**config.mk**
```make
export PLATFORM = sky130hd
export DESIGN_NAME = marquee_scroll_controller_unit_flat
export DESIGN_NICKNAME = d
export VERILOG_FILES = /design/src/design/msc_pkg.sv /design/src/design/msc_channels.sv /design/src/design/marquee_scroll_controller_unit.sv /design/src/design/msc_divider.sv /design/src/design/msc_datapath.sv /design/src/design/msc_ctrl.sv /design/src/flat_wrapper.sv
export SDC_FILE = /design/constraint.sdc
export NUM_CORES = 1
export LEC_CHECK = 0
export ABC_AREA = 1
export BUFFER_PORTS_ARGS = -buffer_cell sky130_fd_sc_hd__buf_2
export CORE_UTILIZATION = 58
export DETAILED_ROUTE_END_ITERATION = 10
export GPL_ROUTABILITY_DRIVEN = 0
export PLACE_DENSITY = 0.78
export SLEW_MARGIN = 20
export SYNTH_ARGS = -nofsm -noshare
export SYNTH_HDL_FRONTEND = slang
export SYNTH_HIERARCHICAL = 1
export SYNTH_SLANG_ARGS = --single-unit
```
**constraint.sdc**
```tcl
create_clock -name clk -period 5.35 [get_ports clk]
set_clock_uncertainty 0.1 [all_clocks]
set_input_delay 1.07 -clock clk [delete_from_list [all_inputs] [get_ports clk]]
set_output_delay 1.07 -clock clk [all_outputs]
set_load 0.01 [all_outputs]
```
**src/design/msc_pkg.sv**
```systemverilog
// Shared types and constants for the marquee scroll controller.
// No dependencies; every other file imports this package.
package msc_pkg;

  // Fixed field widths
  localparam int TIME_W     = 32;
  localparam int MS_W       = 16;
  localparam int STEP_W     = 4;
  localparam int PHASE_W    = 2;
  localparam int CFG_IDX_W  = 3;
  localparam int CFG_DATA_W = 16;

  // Request opcodes
  localparam logic OP_TICK    = 1'b0;
  localparam logic OP_RESTART = 1'b1;

  // Configuration register indexes
  localparam logic [CFG_IDX_W-1:0] CFG_VISIBLE_WIDTH = 3'd0;
  localparam logic [CFG_IDX_W-1:0] CFG_START_HOLD    = 3'd1;
  localparam logic [CFG_IDX_W-1:0] CFG_END_HOLD      = 3'd2;
  localparam logic [CFG_IDX_W-1:0] CFG_STEP_INTERVAL = 3'd3;
  localparam logic [CFG_IDX_W-1:0] CFG_STEP_PIXELS   = 3'd4;

  // Configuration reset values
  localparam int               RST_VISIBLE_WIDTH = 196;
  localparam logic [MS_W-1:0]   RST_START_HOLD    = 16'd900;
  localparam logic [MS_W-1:0]   RST_END_HOLD      = 16'd1200;
  localparam logic [MS_W-1:0]   RST_STEP_INTERVAL = 16'd50;
  localparam logic [STEP_W-1:0] RST_STEP_PIXELS   = 4'd1;

  // Scroll phase as reported in the result
  typedef enum logic [PHASE_W-1:0] {
    PH_IDLE   = 2'd0,
    PH_LEAD   = 2'd1,
    PH_SCROLL = 2'd2,
    PH_TRAIL  = 2'd3
  } phase_t;

  // Controller to datapath commands
  typedef struct packed {
    logic load;
    logic div_start;
    logic mul;
    logic commit_simple;
    logic commit_step;
    logic emit;
  } msc_cmd_t;

  // Datapath to controller status
  typedef struct packed {
    logic need_div;
    logic div_done;
    logic out_free;
  } msc_stat_t;

endpackage

```
**src/design/msc_channels.sv**
```systemverilog
// Valid/ready channel interfaces for requests and results.
// Depends on msc_pkg for the fixed field widths.
interface msc_in_if
  import msc_pkg::*;
#(
  parameter int PIXEL_BITS = 12
);
  logic                  valid;
  logic                  ready;
  logic                  op;
  logic [TIME_W-1:0]     now_ms;
  logic [PIXEL_BITS-1:0] content_width;

  modport source (output valid, op, now_ms, content_width, input ready);
  modport sink   (input valid, op, now_ms, content_width, output ready);
endinterface

interface msc_out_if
  import msc_pkg::*;
#(
  parameter int PIXEL_BITS = 12
);
  logic                  valid;
  logic                  ready;
  logic                  redraw;
  logic [PIXEL_BITS-1:0] offset_px;
  logic [PHASE_W-1:0]    phase;

  modport source (output valid, redraw, offset_px, phase, input ready);
  modport sink   (input valid, redraw, offset_px, phase, output ready);
endinterface

```
**src/design/marquee_scroll_controller_unit.sv**
```systemverilog
// Marquee scroll controller: one result per request. A restart, or a tick
// that does not advance the scroll, goes through evaluate and emit; a
// scrolling tick with at least one whole step interval elapsed also runs
// the restoring divider that counts whole step intervals, then multiply
// and step. A finished result waits in an output register, so the next
// request is taken while it is still pending.
// Depends on msc_pkg, msc_channels, msc_ctrl and msc_datapath.
module marquee_scroll_controller_unit
  import msc_pkg::*;
#(
  parameter int PIXEL_BITS = 12
) (
  input  logic                  clk,
  input  logic                  rst,
  input  logic                  cfg_we,
  input  logic [CFG_IDX_W-1:0]  cfg_index,
  input  logic [CFG_DATA_W-1:0] cfg_data,
  msc_in_if.sink                item,
  msc_out_if.source             result
);
  msc_cmd_t  cmd;
  msc_stat_t stat;
  logic      in_ready;

  assign item.ready = in_ready;

  msc_ctrl u_ctrl (
    .clk     (clk),
    .rst     (rst),
    .in_fire (item.valid && in_ready),
    .in_ready(in_ready),
    .stat    (stat),
    .cmd     (cmd)
  );

  msc_datapath #(
    .PIXEL_BITS(PIXEL_BITS)
  ) u_dp (
    .clk             (clk),
    .rst             (rst),
    .cfg_we          (cfg_we),
    .cfg_index       (cfg_index),
    .cfg_data        (cfg_data),
    .in_op           (item.op),
    .in_now_ms       (item.now_ms),
    .in_content_width(item.content_width),
    .cmd             (cmd),
    .stat            (stat),
    .out_valid       (result.valid),
    .out_ready       (result.ready),
    .out_redraw      (result.redraw),
    .out_offset_px   (result.offset_px),
    .out_phase       (result.phase)
  );

endmodule

```
**src/design/msc_divider.sv**
```systemverilog
// Restoring divider, one quotient bit per cycle, for elapsed time over step interval.
// Depends on msc_pkg.
module msc_divider
  import msc_pkg::*;
(
  input  logic              clk,
  input  logic              rst,
  input  logic              start,
  input  logic [TIME_W-1:0] dividend,
  input  logic [MS_W-1:0]   divisor,
  output logic              done,
  output logic [TIME_W-1:0] quotient,
  output logic [MS_W-1:0]   remainder
);
  localparam int CNT_W = $clog2(TIME_W);

  logic             busy;
  logic [CNT_W-1:0] cnt;
  logic [MS_W-1:0]  dvs;
  logic [MS_W:0]    shifted;
  logic [MS_W:0]    trial;
  logic             fits;

  // Trial subtract of the divisor from the shifted partial remainder
  assign shifted = {remainder, quotient[TIME_W-1]};
  assign fits    = shifted >= {1'b0, dvs};
  assign trial   = shifted - {1'b0, dvs};

  // Sequence the iterations
  always_ff @(posedge clk) begin
    if (rst) begin
      busy <= 1'b0;
      done <= 1'b0;
      cnt  <= '0;
    end else begin
      done <= 1'b0;
      if (start) begin
        busy <= 1'b1;
        cnt  <= '0;
      end else if (busy) begin
        cnt <= cnt + 1'b1;
        if (cnt == CNT_W'(TIME_W - 1)) begin
          busy <= 1'b0;
          done <= 1'b1;
        end
      end
    end
  end

  // Shift quotient bits in, keep the partial remainder
  always_ff @(posedge clk) begin
    if (start) begin
      quotient  <= dividend;
      remainder <= '0;
      dvs       <= divisor;
    end else if (busy) begin
      quotient  <= {quotient[TIME_W-2:0], fits};
      remainder <= fits ? trial[MS_W-1:0] : shifted[MS_W-1:0];
    end
  end

  a_rem_below_divisor: assert property (@(posedge clk) disable iff (rst)
    done |-> remainder < dvs)
    else $error("divider remainder not below divisor");

endmodule

```
**src/design/msc_datapath.sv**
```systemverilog
// Datapath: configuration registers, scroll state, step arithmetic and result register.
// Depends on msc_pkg and msc_divider.
module msc_datapath
  import msc_pkg::*;
#(
  parameter int PIXEL_BITS = 12
) (
  input  logic                  clk,
  input  logic                  rst,
  input  logic                  cfg_we,
  input  logic [CFG_IDX_W-1:0]  cfg_index,
  input  logic [CFG_DATA_W-1:0] cfg_data,
  input  logic                  in_op,
  input  logic [TIME_W-1:0]     in_now_ms,
  input  logic [PIXEL_BITS-1:0] in_content_width,
  input  msc_cmd_t              cmd,
  output msc_stat_t             stat,
  output logic                  out_valid,
  input  logic                  out_ready,
  output logic                  out_redraw,
  output logic [PIXEL_BITS-1:0] out_offset_px,
  output logic [PHASE_W-1:0]    out_phase
);
  localparam int PROD_W = TIME_W + STEP_W;
  localparam int SUM_W  = PROD_W + 1;

  // Configuration
  logic [PIXEL_BITS-1:0] visible_width;
  logic [MS_W-1:0]       start_hold_ms;
  logic [MS_W-1:0]       end_hold_ms;
  logic [MS_W-1:0]       step_interval_ms;
  logic [STEP_W-1:0]     step_pixels;

  // Latched request
  logic                  req_op;
  logic [TIME_W-1:0]     req_now;
  logic [PIXEL_BITS-1:0] req_width;

  // Scroll state
  phase_t                scroll_phase;
  logic [TIME_W-1:0]     phase_start_time;
  logic [TIME_W-1:0]     last_step_time;
  logic [PIXEL_BITS-1:0] scroll_offset;
  logic [PIXEL_BITS-1:0] scroll_distance;
  logic                  pend_redraw;

  // Step arithmetic
  logic [MS_W-1:0]       ivl;
  logic [TIME_W-1:0]     elapsed_step;
  logic [TIME_W-1:0]     elapsed_phase;
  logic                  lead_over;
  logic                  trail_over;
  logic                  div_done;
  logic [TIME_W-1:0]     quotient;
  logic [MS_W-1:0]       remainder;
  logic [PROD_W-1:0]     advance;
  logic [SUM_W-1:0]      sum;
  logic [PIXEL_BITS-1:0] offset_next;

  // Configuration writes
  always_ff @(posedge clk) begin
    if (rst) begin
      visible_width    <= PIXEL_BITS'(RST_VISIBLE_WIDTH);
      start_hold_ms    <= RST_START_HOLD;
      end_hold_ms      <= RST_END_HOLD;
      step_interval_ms <= RST_STEP_INTERVAL;
      step_pixels      <= RST_STEP_PIXELS;
    end else if (cfg_we) begin
      unique case (cfg_index)
        CFG_VISIBLE_WIDTH: visible_width    <= cfg_data[PIXEL_BITS-1:0];
        CFG_START_HOLD:    start_hold_ms    <= cfg_data[MS_W-1:0];
        CFG_END_HOLD:      end_hold_ms      <= cfg_data[MS_W-1:0];
        CFG_STEP_INTERVAL: step_interval_ms <= cfg_data[MS_W-1:0];
        CFG_STEP_PIXELS:   step_pixels      <= cfg_data[STEP_W-1:0];
        default: ;
      endcase
    end
  end

  // Hold the accepted request
  always_ff @(posedge clk) begin
    if (cmd.load) begin
      req_op    <= in_op;
      req_now   <= in_now_ms;
      req_width <= in_content_width;
    end
  end

  // Elapsed times, wrapping modulo 2^32
  assign ivl           = (step_interval_ms == '0) ? MS_W'(1) : step_interval_ms;
  assign elapsed_step  = req_now - last_step_time;
  assign elapsed_phase = req_now - phase_start_time;
  assign lead_over     = elapsed_phase >= TIME_W'(start_hold_ms);
  assign trail_over    = elapsed_phase >= TIME_W'(end_hold_ms);

  assign stat.need_div = (req_op == OP_TICK) && (scroll_distance != '0) &&
                         (scroll_phase == PH_SCROLL) && (elapsed_step >= TIME_W'(ivl));
  assign stat.div_done = div_done;
  assign stat.out_free = !out_valid || out_ready;

  msc_divider u_div (
    .clk      (clk),
    .rst      (rst),
    .start    (cmd.div_start),
    .dividend (elapsed_step),
    .divisor  (ivl),
    .done     (div_done),
    .quotient (quotient),
    .remainder(remainder)
  );

  // Register the pixel advance: whole steps times step size
  always_ff @(posedge clk) begin
    if (cmd.mul) begin
      advance <= quotient * PROD_W'(step_pixels);
    end
  end

  // Saturate the new offset at the overflow distance
  assign sum         = SUM_W'(scroll_offset) + SUM_W'(advance);
  assign offset_next = (sum > SUM_W'(scroll_distance)) ? scroll_distance
                                                      : sum[PIXEL_BITS-1:0];

  // Update the scroll state
  always_ff @(posedge clk) begin
    if (rst) begin
      scroll_phase     <= PH_IDLE;
      phase_start_time <= '0;
      last_step_time   <= '0;
      scroll_offset    <= '0;
      scroll_distance  <= '0;
      pend_redraw      <= 1'b0;
    end else if (cmd.commit_simple) begin
      pend_redraw <= 1'b0;
      if (req_op == OP_RESTART) begin
        phase_start_time <= req_now;
        last_step_time   <= req_now;
        scroll_offset    <= '0;
        pend_redraw      <= 1'b1;
        if (req_width > visible_width) begin
          scroll_distance <= req_width - visible_width;
          scroll_phase    <= PH_LEAD;
        end else begin
          scroll_distance <= '0;
          scroll_phase    <= PH_IDLE;
        end
      end else if (scroll_distance != '0) begin
        if (scroll_phase == PH_LEAD && lead_over) begin
          scroll_phase   <= PH_SCROLL;
          last_step_time <= req_now;
        end else if (scroll_phase == PH_TRAIL && trail_over) begin
          scroll_offset    <= '0;
          scroll_phase     <= PH_LEAD;
          phase_start_time <= req_now;
          last_step_time   <= req_now;
          pend_redraw      <= 1'b1;
        end
      end
    end else if (cmd.commit_step) begin
      // Whole steps times interval equals elapsed minus the remainder
      last_step_time <= req_now - TIME_W'(remainder);
      scroll_offset  <= offset_next;
      pend_redraw    <= offset_next != scroll_offset;
      if (offset_next >= scroll_distance) begin
        scroll_phase     <= PH_TRAIL;
        phase_start_time <= req_now;
      end
    end
  end

  // Result register
  always_ff @(posedge clk) begin
    if (rst) begin
      out_valid <= 1'b0;
    end else if (cmd.emit) begin
      out_valid <= 1'b1;
    end else if (out_ready) begin
      out_valid <= 1'b0;
    end
  end

  always_ff @(posedge clk) begin
    if (cmd.emit) begin
      out_redraw    <= pend_redraw;
      out_offset_px <= scroll_offset;
      out_phase     <= scroll_phase;
    end
  end

  a_offset_bounded: assert property (@(posedge clk) disable iff (rst)
    scroll_offset <= scroll_distance)
    else $error("offset beyond scroll distance");

  a_idle_at_zero: assert property (@(posedge clk) disable iff (rst)
    scroll_phase == PH_IDLE |-> scroll_offset == '0)
    else $error("nonzero offset while idle");

  a_emit_into_free_slot: assert property (@(posedge clk) disable iff (rst)
    cmd.emit |-> stat.out_free)
    else $error("result overwritten before it was taken");

endmodule

```
**src/design/msc_ctrl.sv**
```systemverilog
// Controller state machine: sequences accept, evaluate, divide, multiply, step and emit.
// Depends on msc_pkg.
module msc_ctrl
  import msc_pkg::*;
(
  input  logic      clk,
  input  logic      rst,
  input  logic      in_fire,
  output logic      in_ready,
  input  msc_stat_t stat,
  output msc_cmd_t  cmd
);
  typedef enum logic [5:0] {
    S_IDLE = 6'b000001,
    S_EVAL = 6'b000010,
    S_DIV  = 6'b000100,
    S_MUL  = 6'b001000,
    S_STEP = 6'b010000,
    S_EMIT = 6'b100000
  } state_t;

  state_t state;
  state_t state_next;

  always_ff @(posedge clk) begin
    if (rst) begin
      state <= S_IDLE;
    end else begin
      state <= state_next;
    end
  end

  // Take a request only while waiting for one
  assign in_ready = (state == S_IDLE);

  // Next state and commands
  always_comb begin
    state_next = state;
    cmd        = '0;
    unique case (state)
      S_IDLE: begin
        if (in_fire) begin
          cmd.load   = 1'b1;
          state_next = S_EVAL;
        end
      end
      S_EVAL: begin
        if (stat.need_div) begin
          cmd.div_start = 1'b1;
          state_next    = S_DIV;
        end else begin
          cmd.commit_simple = 1'b1;
          state_next        = S_EMIT;
        end
      end
      S_DIV: begin
        if (stat.div_done) begin
          state_next = S_MUL;
        end
      end
      S_MUL: begin
        cmd.mul    = 1'b1;
        state_next = S_STEP;
      end
      S_STEP: begin
        cmd.commit_step = 1'b1;
        state_next      = S_EMIT;
      end
      S_EMIT: begin
        if (stat.out_free) begin
          cmd.emit   = 1'b1;
          state_next = S_IDLE;
        end
      end
      default: state_next = S_IDLE;
    endcase
  end

endmodule
```
**src/flat_wrapper.sv**
```systemverilog
// flat-port wrapper written by rule: the top's interface ports become plain ports
module marquee_scroll_controller_unit_flat import msc_pkg::*;
#(
  parameter int PIXEL_BITS = 12
)
  (clk, rst, cfg_we, cfg_index, cfg_data, item_valid, item_op, item_now_ms, item_content_width, item_ready, result_valid, result_redraw, result_offset_px, result_phase, result_ready);
  msc_in_if #(.PIXEL_BITS(PIXEL_BITS)) item_i ();
  msc_out_if #(.PIXEL_BITS(PIXEL_BITS)) result_i ();
  input  logic clk;
  input  logic rst;
  input  logic cfg_we;
  input  logic [CFG_IDX_W-1:0] cfg_index;
  input  logic [CFG_DATA_W-1:0] cfg_data;
  input wire logic [$bits(item_i.valid)-1:0] item_valid;
  input wire logic [$bits(item_i.op)-1:0] item_op;
  input wire logic [$bits(item_i.now_ms)-1:0] item_now_ms;
  input wire logic [$bits(item_i.content_width)-1:0] item_content_width;
  output wire logic [$bits(item_i.ready)-1:0] item_ready;
  output wire logic [$bits(result_i.valid)-1:0] result_valid;
  output wire logic [$bits(result_i.redraw)-1:0] result_redraw;
  output wire logic [$bits(result_i.offset_px)-1:0] result_offset_px;
  output wire logic [$bits(result_i.phase)-1:0] result_phase;
  input wire logic [$bits(result_i.ready)-1:0] result_ready;
  assign item_i.valid = item_valid;
  assign item_i.op = item_op;
  assign item_i.now_ms = item_now_ms;
  assign item_i.content_width = item_content_width;
  assign item_ready = item_i.ready;
  assign result_valid = result_i.valid;
  assign result_redraw = result_i.redraw;
  assign result_offset_px = result_i.offset_px;
  assign result_phase = result_i.phase;
  assign result_i.ready = result_ready;
  marquee_scroll_controller_unit #(.PIXEL_BITS(PIXEL_BITS)) u_core (.clk(clk), .rst(rst), .cfg_we(cfg_we), .cfg_index(cfg_index), .cfg_data(cfg_data), .item(item_i), .result(result_i));
endmodule
```
== Yosys cells after proc, flatten, opt, wreduce, memory -nomap -nowiden ==
Cells that the tools add are included.
Word-level totals
  output and inout port bits: 17
  register bits after elaboration: 329
Operators by class
  magnitude comparators: 7
  eq/ne operators: 22
  reductions and logical operators: 28
  bitwise operators: 2
  $mul: 1
  multiplexer cells: 59
  add/sub/neg operators: 7
Operator list (count)
  $mux W32: 14
  $ge A32 B16 Y1: 3
  $mux W12: 8
  $sub A32 B32 Y32: 2
  $add A12 B36 Y37: 1
  $gt A37 B12 Y1: 1
  $mul A32 B4 Y36: 1
  $pmux W6 S6: 1
  $mux W16: 2
  $sub A32 B16 Y32: 1
  $mux W6: 4
  $mux W1: 23
  $ge A17 B16 Y1: 1
  $logic_not A16 Y1: 1
  $sub A16 B16 Y16: 1
  $mux W2: 7
  $ge A12 B12 Y1: 1
  $gt A12 B12 Y1: 1
  $ne A12 B12 Y1: 1
  $reduce_and A2 Y1: 6
  $reduce_bool A12 Y1: 1
  $sub A12 B12 Y12: 1
  $ne A3 B3 Y1 const B: 3
  $reduce_and A4 Y1: 2
  26 further kinds: 39

== Longest topological paths before layout ==
Gate-level depths: netlist of run 1.
  depth in word-level cells: 8
  mapped depth: 39

== Hierarchy ==
The synthesis of run 1 kept the hierarchy.
Modules (own cells, without submodules)
  msc_datapath: cells an instance 3157, area each 22236.3 µm², instances 1, sequential area each 6005.8 µm²
  msc_divider: cells an instance 527, area each 4050.1 µm², instances 1, sequential area each 1901.8 µm²
  msc_ctrl: cells an instance 62, area each 385.4 µm², instances 1, sequential area each 120.1 µm²
  marquee_scroll_controller_unit: cells an instance 2, area each 7.5 µm², instances 1, sequential area each 0.0 µm²

== Least setup slack after synthesis of run 1 ==
OpenSTA, ideal clock, no wires.
  kind: reg2reg
  start: reg u_core.u_dp.scroll_offset[0]
  end: reg u_core.u_dp.phase_start_time[1]
  cell stages (with the launch flop): 33
  slack: 0.282 ns
  arrival time: 4.898 ns
  clock period less this slack: 5.068 ns
  cell sequence: dfxtp_1 -> ha_1 -> inv_1 -> fa_1 -> inv_1 -> nand3_1 -> nand2_1 -> nand2_1 -> nand2_1 -> xor2_1 -> ha_1 -> nand4_1 -> or4_1 -> a21oi_2 -> nand3_4 -> nor2_4 -> buf_6 -> nand2_1 -> nand2_1 -> inv_1 -> ha_1 -> inv_1 -> nand2_1 -> a21oi_1 -> o21bai_1 -> a21oi_1 -> o221ai_1 -> a21o_1 -> a21oi_1 -> o211ai_1 -> clkbuf_1 -> nand3_1 -> a21oi_1
On the way
  longest elaborated chain between the ends: 6
RTL lines
  start: declaration: RTL line msc_datapath.sv:43  | logic [PIXEL_BITS-1:0] scroll_offset;
  start signal: assignment: RTL line msc_datapath.sv:162  | scroll_offset <= offset_next;
  $add A12 B36 Y37 (*): RTL line msc_datapath.sv:120  | assign sum = SUM_W'(scroll_offset) + SUM_W'(advance);
  $gt A37 B12 Y1: RTL line msc_datapath.sv:121  | assign offset_next = (sum > SUM_W'(scroll_distance)) ? scroll_distance
  $mux W12 (*): RTL line msc_datapath.sv:121
  $ge A12 B12 Y1 (*): RTL line msc_datapath.sv:164  | if (offset_next >= scroll_distance) begin
  $reduce_bool A2 Y1 (no line) (*)
  $reduce_and A5 Y1 (no line) (*)
  end signal: assignment: RTL line msc_datapath.sv:136  | phase_start_time <= req_now;
  end signal: assignment: RTL line msc_datapath.sv:154  | phase_start_time <= req_now;
  end signal: assignment: RTL line msc_datapath.sv:166  | phase_start_time <= req_now;
  end: declaration: RTL line msc_datapath.sv:41  | logic [TIME_W-1:0] phase_start_time;
Mark *: on every way between the ends. The rest lies on a longest branch, timed or not.
A chain may end at the register's enable or synchronous reset.

== Final worst setup path of run 1 ==
  start: reg u_core.u_dp.advance[0]
  end: reg u_core.u_dp.phase_start_time[26]
On the way
  longest elaborated chain between the ends: 6
RTL lines
  start: declaration: RTL line msc_datapath.sv:56  | logic [PROD_W-1:0] advance;
  start signal: assignment: RTL line msc_datapath.sv:115  | advance <= quotient * PROD_W'(step_pixels);
  $add A12 B36 Y37 (*): RTL line msc_datapath.sv:120
  $gt A37 B12 Y1: RTL line msc_datapath.sv:121
  $mux W12 (*): RTL line msc_datapath.sv:121
  $ge A12 B12 Y1 (*): RTL line msc_datapath.sv:164
  $reduce_bool A2 Y1 (no line) (*)
  $reduce_and A5 Y1 (no line) (*)
Marks and branches as above.

==> flow_metrics.tcl, run 1 <==
set metrics [dict create \
    drive_above_1_share 0.106 \
    synth_area_per_cell_um2 7.12 \
    ys_types 67 \
    cts.path.max_buffers 3 \
    die_h_um 216 \
    synthTopCellsByArea "edfxtp_1 (16%), dfxtp_1 (14%), nand2_1 (13%), ha_1 (11%), inv_1 (8.8%)" \
    wl_per_cell_um 15.5 \
    leakage_nw 14.1 \
    diodes 0 \
    area_growth_pct 12.3 \
    htree_num_levels 2 \
    slowest_delay_ns 0.36 \
    portBuffers 85 \
    final.setup.tns_ns 0 \
    crit_top_cell "nand2_1" \
    async_reset_ff_frac 0 \
    p_total_mw 10.1 \
    p_per_area_nw_per_um2 337 \
    synth-seq-cells 329 \
    grt_start_max_net_pins 69 \
    drt-pass1-iter-count 6 \
    whs_ns 0.329 \
    path_clk_slew_ns 0.06 \
    synth_top_cell_by_area "edfxtp_1" \
    place_area_um2 28200 \
    clock.fmax_mhz 195 \
    yosys_warnings 6 \
    dp_hpwl_um 54000 \
    slew_viol_final 0 \
    hp-class "reg -> reg" \
    reg2reg_from "u_core/u_dp/advance[0]" \
    syn_area_um2 26700 \
    synth_edf_count 144 \
    nFillCells 3919 \
    vdd_drop_max_mv 0.396 \
    synth_top_area_frac 0.162 \
    startpoint_type "register" \
    die_w_um 216 \
    vias 24700 \
    final_nets 4262 \
    wirelength_um 70300 \
    fin_crit_sh 0.960 \
    row_count 78 \
    grt_pass1_wl_um 113000 \
    drc_errors 0 \
    grt_pass1_vias 23500 \
    syn-instance-count 3748 \
    hold_buffers 0 \
    synth_ff_type "dfxtp_1" \
    syn_nets 4115 \
    die_area_um2 46900 \
    relSlewSlack 0.430 \
    first_iter_violations 1813 \
    initial_core_util 0.588 \
    crit_slowest_cell "fa_2" \
    cts.sinks 329 \
    core-area_um2 45400 \
    worstSetupStartpoint "u_core/u_dp/advance[0]" \
    vias_per_cell 5.47 \
    finalHoldViolCount 0 \
    worstPathArrival_ns 5.52 \
    cp-end-kind "register" \
    worst_pin_slew_ns 0.854 \
    finish.instance_area_um2 30000 \
    status "finished, final reports clean" \
    cp_max_fo 9 \
    cts_buffers 40 \
    gr-total-overflow 0 \
    final_util 0.660 \
    min_from "u_core/u_dp/step_interval_ms[3]" \
    seq_area_um2 8030 \
    clkLatencyLatePin_ns 0.58 \
    antenna_found_initial 2 \
    synth-seq-area-share 0.301 \
    min_period_ns 5.14 \
    cts-root-buf "clkbuf_16" \
    num_io_pins 86 \
    globalRouteTotalUtil 0.295 \
    worst_ep_required_time_ns 5.74 \
    setup-violations-final 0 \
    ant_nets 0 \
    cts_tree "built" \
    crit_type "reg -> reg" \
    cap_viol_max_count 0 \
    multiInputGateArea_um2 16000 \
]
critical path: cells and delay by family, from the launching register on:
kind | cells | cell delay [ns]
xor+xnor | 1 | 0.16
fa+ha+maj | 4 | 1.03
flops | 1 | 0.33
compound gates | 11 | 1.52
buf+inv | 5 | 0.62
simple gates | 14 | 1.26
Yosys cell counts (all sizes together) (3+ instances only):
cell,number
nor2,335
clkinv,3
a21boi,9
edfxtp,144
nor4,8
a21o,6
a21oi,302
o211ai,20
nand2,973
clkbuf,69
inv,637
xor2,94
o21a,8
o21ai,191
buf,30
a211oi,5
xnor2,40
o221ai,9
dfxtp,185
nand3,226
a221oi,3
nor3b,3
nand4,47
ha,232
nand3b,14
nor3,42
or2,6
a31oi,9
fa,66
o21bai,18
metal layers:
metal,vias up,track usage,wire length [µm]
li1,12400,-,-
met4,2,0.115,2360
met3,155,0.0396,4740
met1,11400,0.366,29300
met2,824,0.517,33900
met5,-,0,13
per-stage QoR:
step,cells,worst slack (ns)
after global placement,4437,-0.0841
after floorplan,3748,0.282
final,4527,0.214
after global routing,4527,-0.107
after detailed placement,4437,-0.213
after CTS,4512,0.0271
layout make-up:
cell class	count	area share
Clock buffer	54	0.0372
Tap cell	600	0.0251
Inverter	640	0.0802
Multi-Input combinational cell	2680	0.534
Timing Repair Buffer	204	0.0475
Clock inverter	20	0.00831
Sequential cell	329	0.268
what timing repair did:
item,4_1_cts,5_1_grt
endpoints found under the setup margin,32,122
cloned,0,4
buffers inserted,1,11
pin swaps,1,11
resized for setup,1,59
cell usage in the layout (no fill, tap or decap), types with 7 or more instances in the layout:
cell type and instances:
nor2_2 19, dfxtp_1 184, nand3_1 217, o221ai_1 9, nor3_1 38, o21ai_2 13
inv_2 15, a21oi_2 11, nor2_4 7, nand3b_1 14, nor2_1 309, a31oi_1 9
a21oi_1 290, o21a_1 8, ha_1 223, inv_1 622, clkbuf_1 10, o211ai_1 20
o21ai_1 16, nand2_2 30, xnor2_1 40, buf_4 109, buf_2 85, clkinv_2 8
fa_1 64, clkbuf_16 45, nand4_1 46, nor4_1 8, a21boi_0 7, nand2_1 938
o21ai_0 161, edfxtp_1 144, xor2_1 90, o21bai_1 16
sequential cells by signal, indices dropped and copies added (netlist names), 32 cells and up:
register                      count
u_core/u_dp/advance              36
u_core/u_dp/last_step_time       32
u_core/u_dp/phase_start_time     32
u_core/u_dp/req_now              32
u_core/u_dp/u_div/quotient       32
power breakdown:
group	internal, mW	switching [mW]	leakage, nW	total (mW)
clock	1.68	1.14	0.662	2.82
combinational	1.57	2.66	10.7	4.23
sequential	2.87	0.195	2.81	3.06
path summary, 6_finish.rpt:
path                                            to  slack [ns]  cells past startpoint
setup reg to reg  u_core/u_dp/phase_start_time[26]        0.21                     35
setup / recovery  u_core/u_dp/phase_start_time[26]        0.21                     35
hold reg to reg           u_core/u_dp/u_div/dvs[3]        0.33                      0
hold / removal            u_core/u_dp/u_div/dvs[3]        0.33                      0
cells by family after synthesis:
| logic type | after synthesis | share of synthesized area |
|---|---|---|
| buffers and inverters | 739 | 0.108 |
| adders and majority gates | 298 | 0.158 |
| and+or+nand+nor | 1660 | 0.266 |
| xor gates and xnor gates | 134 | 0.0440 |
| AOI/OAI and AO/OA | 588 | 0.123 |
| DFF | 329 | 0.301 |
Power figures use the tool's default switching activity.
==> run 2: changes to the inputs <==
Settings changed: CORE_UTILIZATION 58 to 65, PLACE_DENSITY 0.78 to 0.83.
Clock period 5.35 ns to 6.6 ns, I/O delays scaled along.
==> flow_metrics.tcl, run 2 (same netlist as run 1, synthesis figures left out) <==
set metrics [dict create \
    row_count 73 \
    m1WireLength_um 28900 \
    largest_reg_flops 36 \
    grt_start_max_net_pins 69 \
    die_w_um 205 \
    drc_errors 0 \
    htree_num_levels 2 \
    reg2reg_from "u_core/u_dp/scroll_offset[0]" \
    diodes 0 \
    crit_type "reg -> reg" \
    hp-class "reg -> reg" \
    crit_slowest_cell "dfxtp_1" \
    r2r_end "u_core/u_dp/phase_start_time[9]" \
    final_nets 4160 \
    cts.sinks 329 \
    path_clk_slew_ns 0.06 \
    vias_per_cell 5.60 \
    dp_slack_ns 0.519 \
    globalRouteTotalUtil 0.329 \
    cap_viol_max_count 0 \
    cp-end-kind "register" \
    relSlewSlack 0.293 \
    rsz0062_at_grt "no" \
    p_per_area_nw_per_um2 274 \
    ant_nets 0 \
    final_cell_mix "nand2_1 (944), inv_1 (623), nor2_1 (309)" \
    leakage_nw 13.5 \
    crit_top_cell "nand2_1" \
    gr-total-overflow 0 \
    worst_ep_required_time_ns 6.99 \
    cts-root-buf "clkbuf_16" \
    final.setup.tns_ns 0 \
    min_path_cells 0 \
    fin_crit_sh 0.920 \
    grt_pass1_wl_um 111000 \
    worstSetupStartpoint "u_core/u_dp/scroll_offset[0]" \
    met2_wirelength_um 32100 \
    die_h_um 205 \
    wl_per_cell_um 15.8 \
    clkLatencyLatePin_ns 0.58 \
    cts_buffers 39 \
    die_area_um2 41900 \
    min_period_ns 6.07 \
    wl_met3_um 4620 \
    slew_viol_final 0 \
    min_from "u_core/u_dp/step_interval_ms[9]" \
    wirelength_um 68500 \
    core-area_um2 40100 \
    r2r_setup_slack_ns 0.53 \
    cts.path.max_buffers 3 \
    status "finished, final reports clean" \
    rr_worst_depth 37 \
    clock.fmax_mhz 165 \
    setup-violations-final 0 \
    top_layer_used "met4" \
    portBuffers 85 \
    slowest_delay_ns 0.41 \
    startpoint_type "register" \
    grt_pass1_vias 23000 \
    dp_hpwl_um 53100 \
    setup_ws_ns 0.525 \
    top_register "u_core/u_dp/advance" \
    cts_tree "built" \
    area_growth_pct 7.69 \
    num_io_pins 86 \
    worst_pin_slew_ns 1.05 \
    drt-pass1-iter-count 6 \
    worst_path_dominant_cell_family "simple AND/OR/NAND/NOR gates" \
    vias 24400 \
    first_iter_violations 1965 \
    worstPathArrival_ns 6.47 \
    cp_max_fo 32 \
    vdd_drop_max_mv 0.300 \
    finalHoldViolCount 0 \
    drive_above_1_share 0.0714 \
    critPathBufInv 6 \
    final_common_cell "nand2_1" \
    initial_core_util 0.665 \
    antenna_found_initial 0 \
    min_to "u_core/u_dp/u_div/dvs[9]" \
]
## run 2: cell count changes in the layout (fill, tap and decap cells not counted), moves of 6 or more
cell / change
buf_4: -91
o21ai_0: +11
o21ai_1: -10
a21oi_1: +9
a21oi_2: -9
ha_1: +9
ha_4: -6
nand2_1: +6
nand2_2: -6
## run 2: how the worst max path moves through the flow
stage / end / slack, ns / cells past startpoint
2_1_floorplan: u_core/u_dp/phase_start_time[1] / 1.53 / 32
6_report: u_core/u_dp/phase_start_time[9] / 0.53 / 37
3_5_place_dp: u_core/u_dp/phase_start_time[21] / 0.52 / 35
3_3_place_gp: u_core/u_dp/phase_start_time[30] / 0.69 / 35
5_1_grt: u_core/u_dp/phase_start_time[9] / 0.005 / 37
4_1_cts: u_core/u_dp/phase_start_time[9] / 0.46 / 35
## run 2: layout make-up
type / count / area, µm²
repair buffers: 103 / 561
clock inverters: 18 / 191
well taps: 525 / 657
flip-flops and latches: 329 / 8030
clock buffers: 54 / 1090
multi-input cells: 2680 / 15800
fillers: 3292 / 11400
inverters: 640 / 2400
## run 2: report_power, final
group	leakage, nW	switching [mW]	internal (mW)
Sequential	2.81	0.189	2.32
Clock	0.628	0.911	1.26
Combinational	10.1	2.04	1.15
## run 2: repair_timing
item / CTS / global route
resized for setup: 0 / 2
endpoints found under the hold margin: 0 / 0
setup endpoints to repair: 0 / 44
setup buffers: 0 / 2
hold buffers: 0 / 0
## run 2: stage by stage
stage          utilization  instances  instance area [µm²]  hold WS [ns]  power, mW
2_1_floorplan            -       3748                26700         0.309       4.89
3_3_place_gp         0.684       4275                27400         0.310       5.59
3_5_place_dp         0.684       4275                27400         0.316       5.65
4_1_cts              0.716       4347                28700         0.331       7.82
5_1_grt              0.717       4349                28700         0.340       8.39
6_report             0.717       4349                28700         0.328       7.88
## run 2: routing by layer
| metal | GRT usage | vias to the layer above |
|---|---|---|
| li1 | - | 12200 |
| met1 | 0.414 | 11100 |
| met2 | 0.560 | 855 |
| met3 | 0.0396 | 188 |
| met4 | 0.155 | 0 |
| met5 | 0 | - |
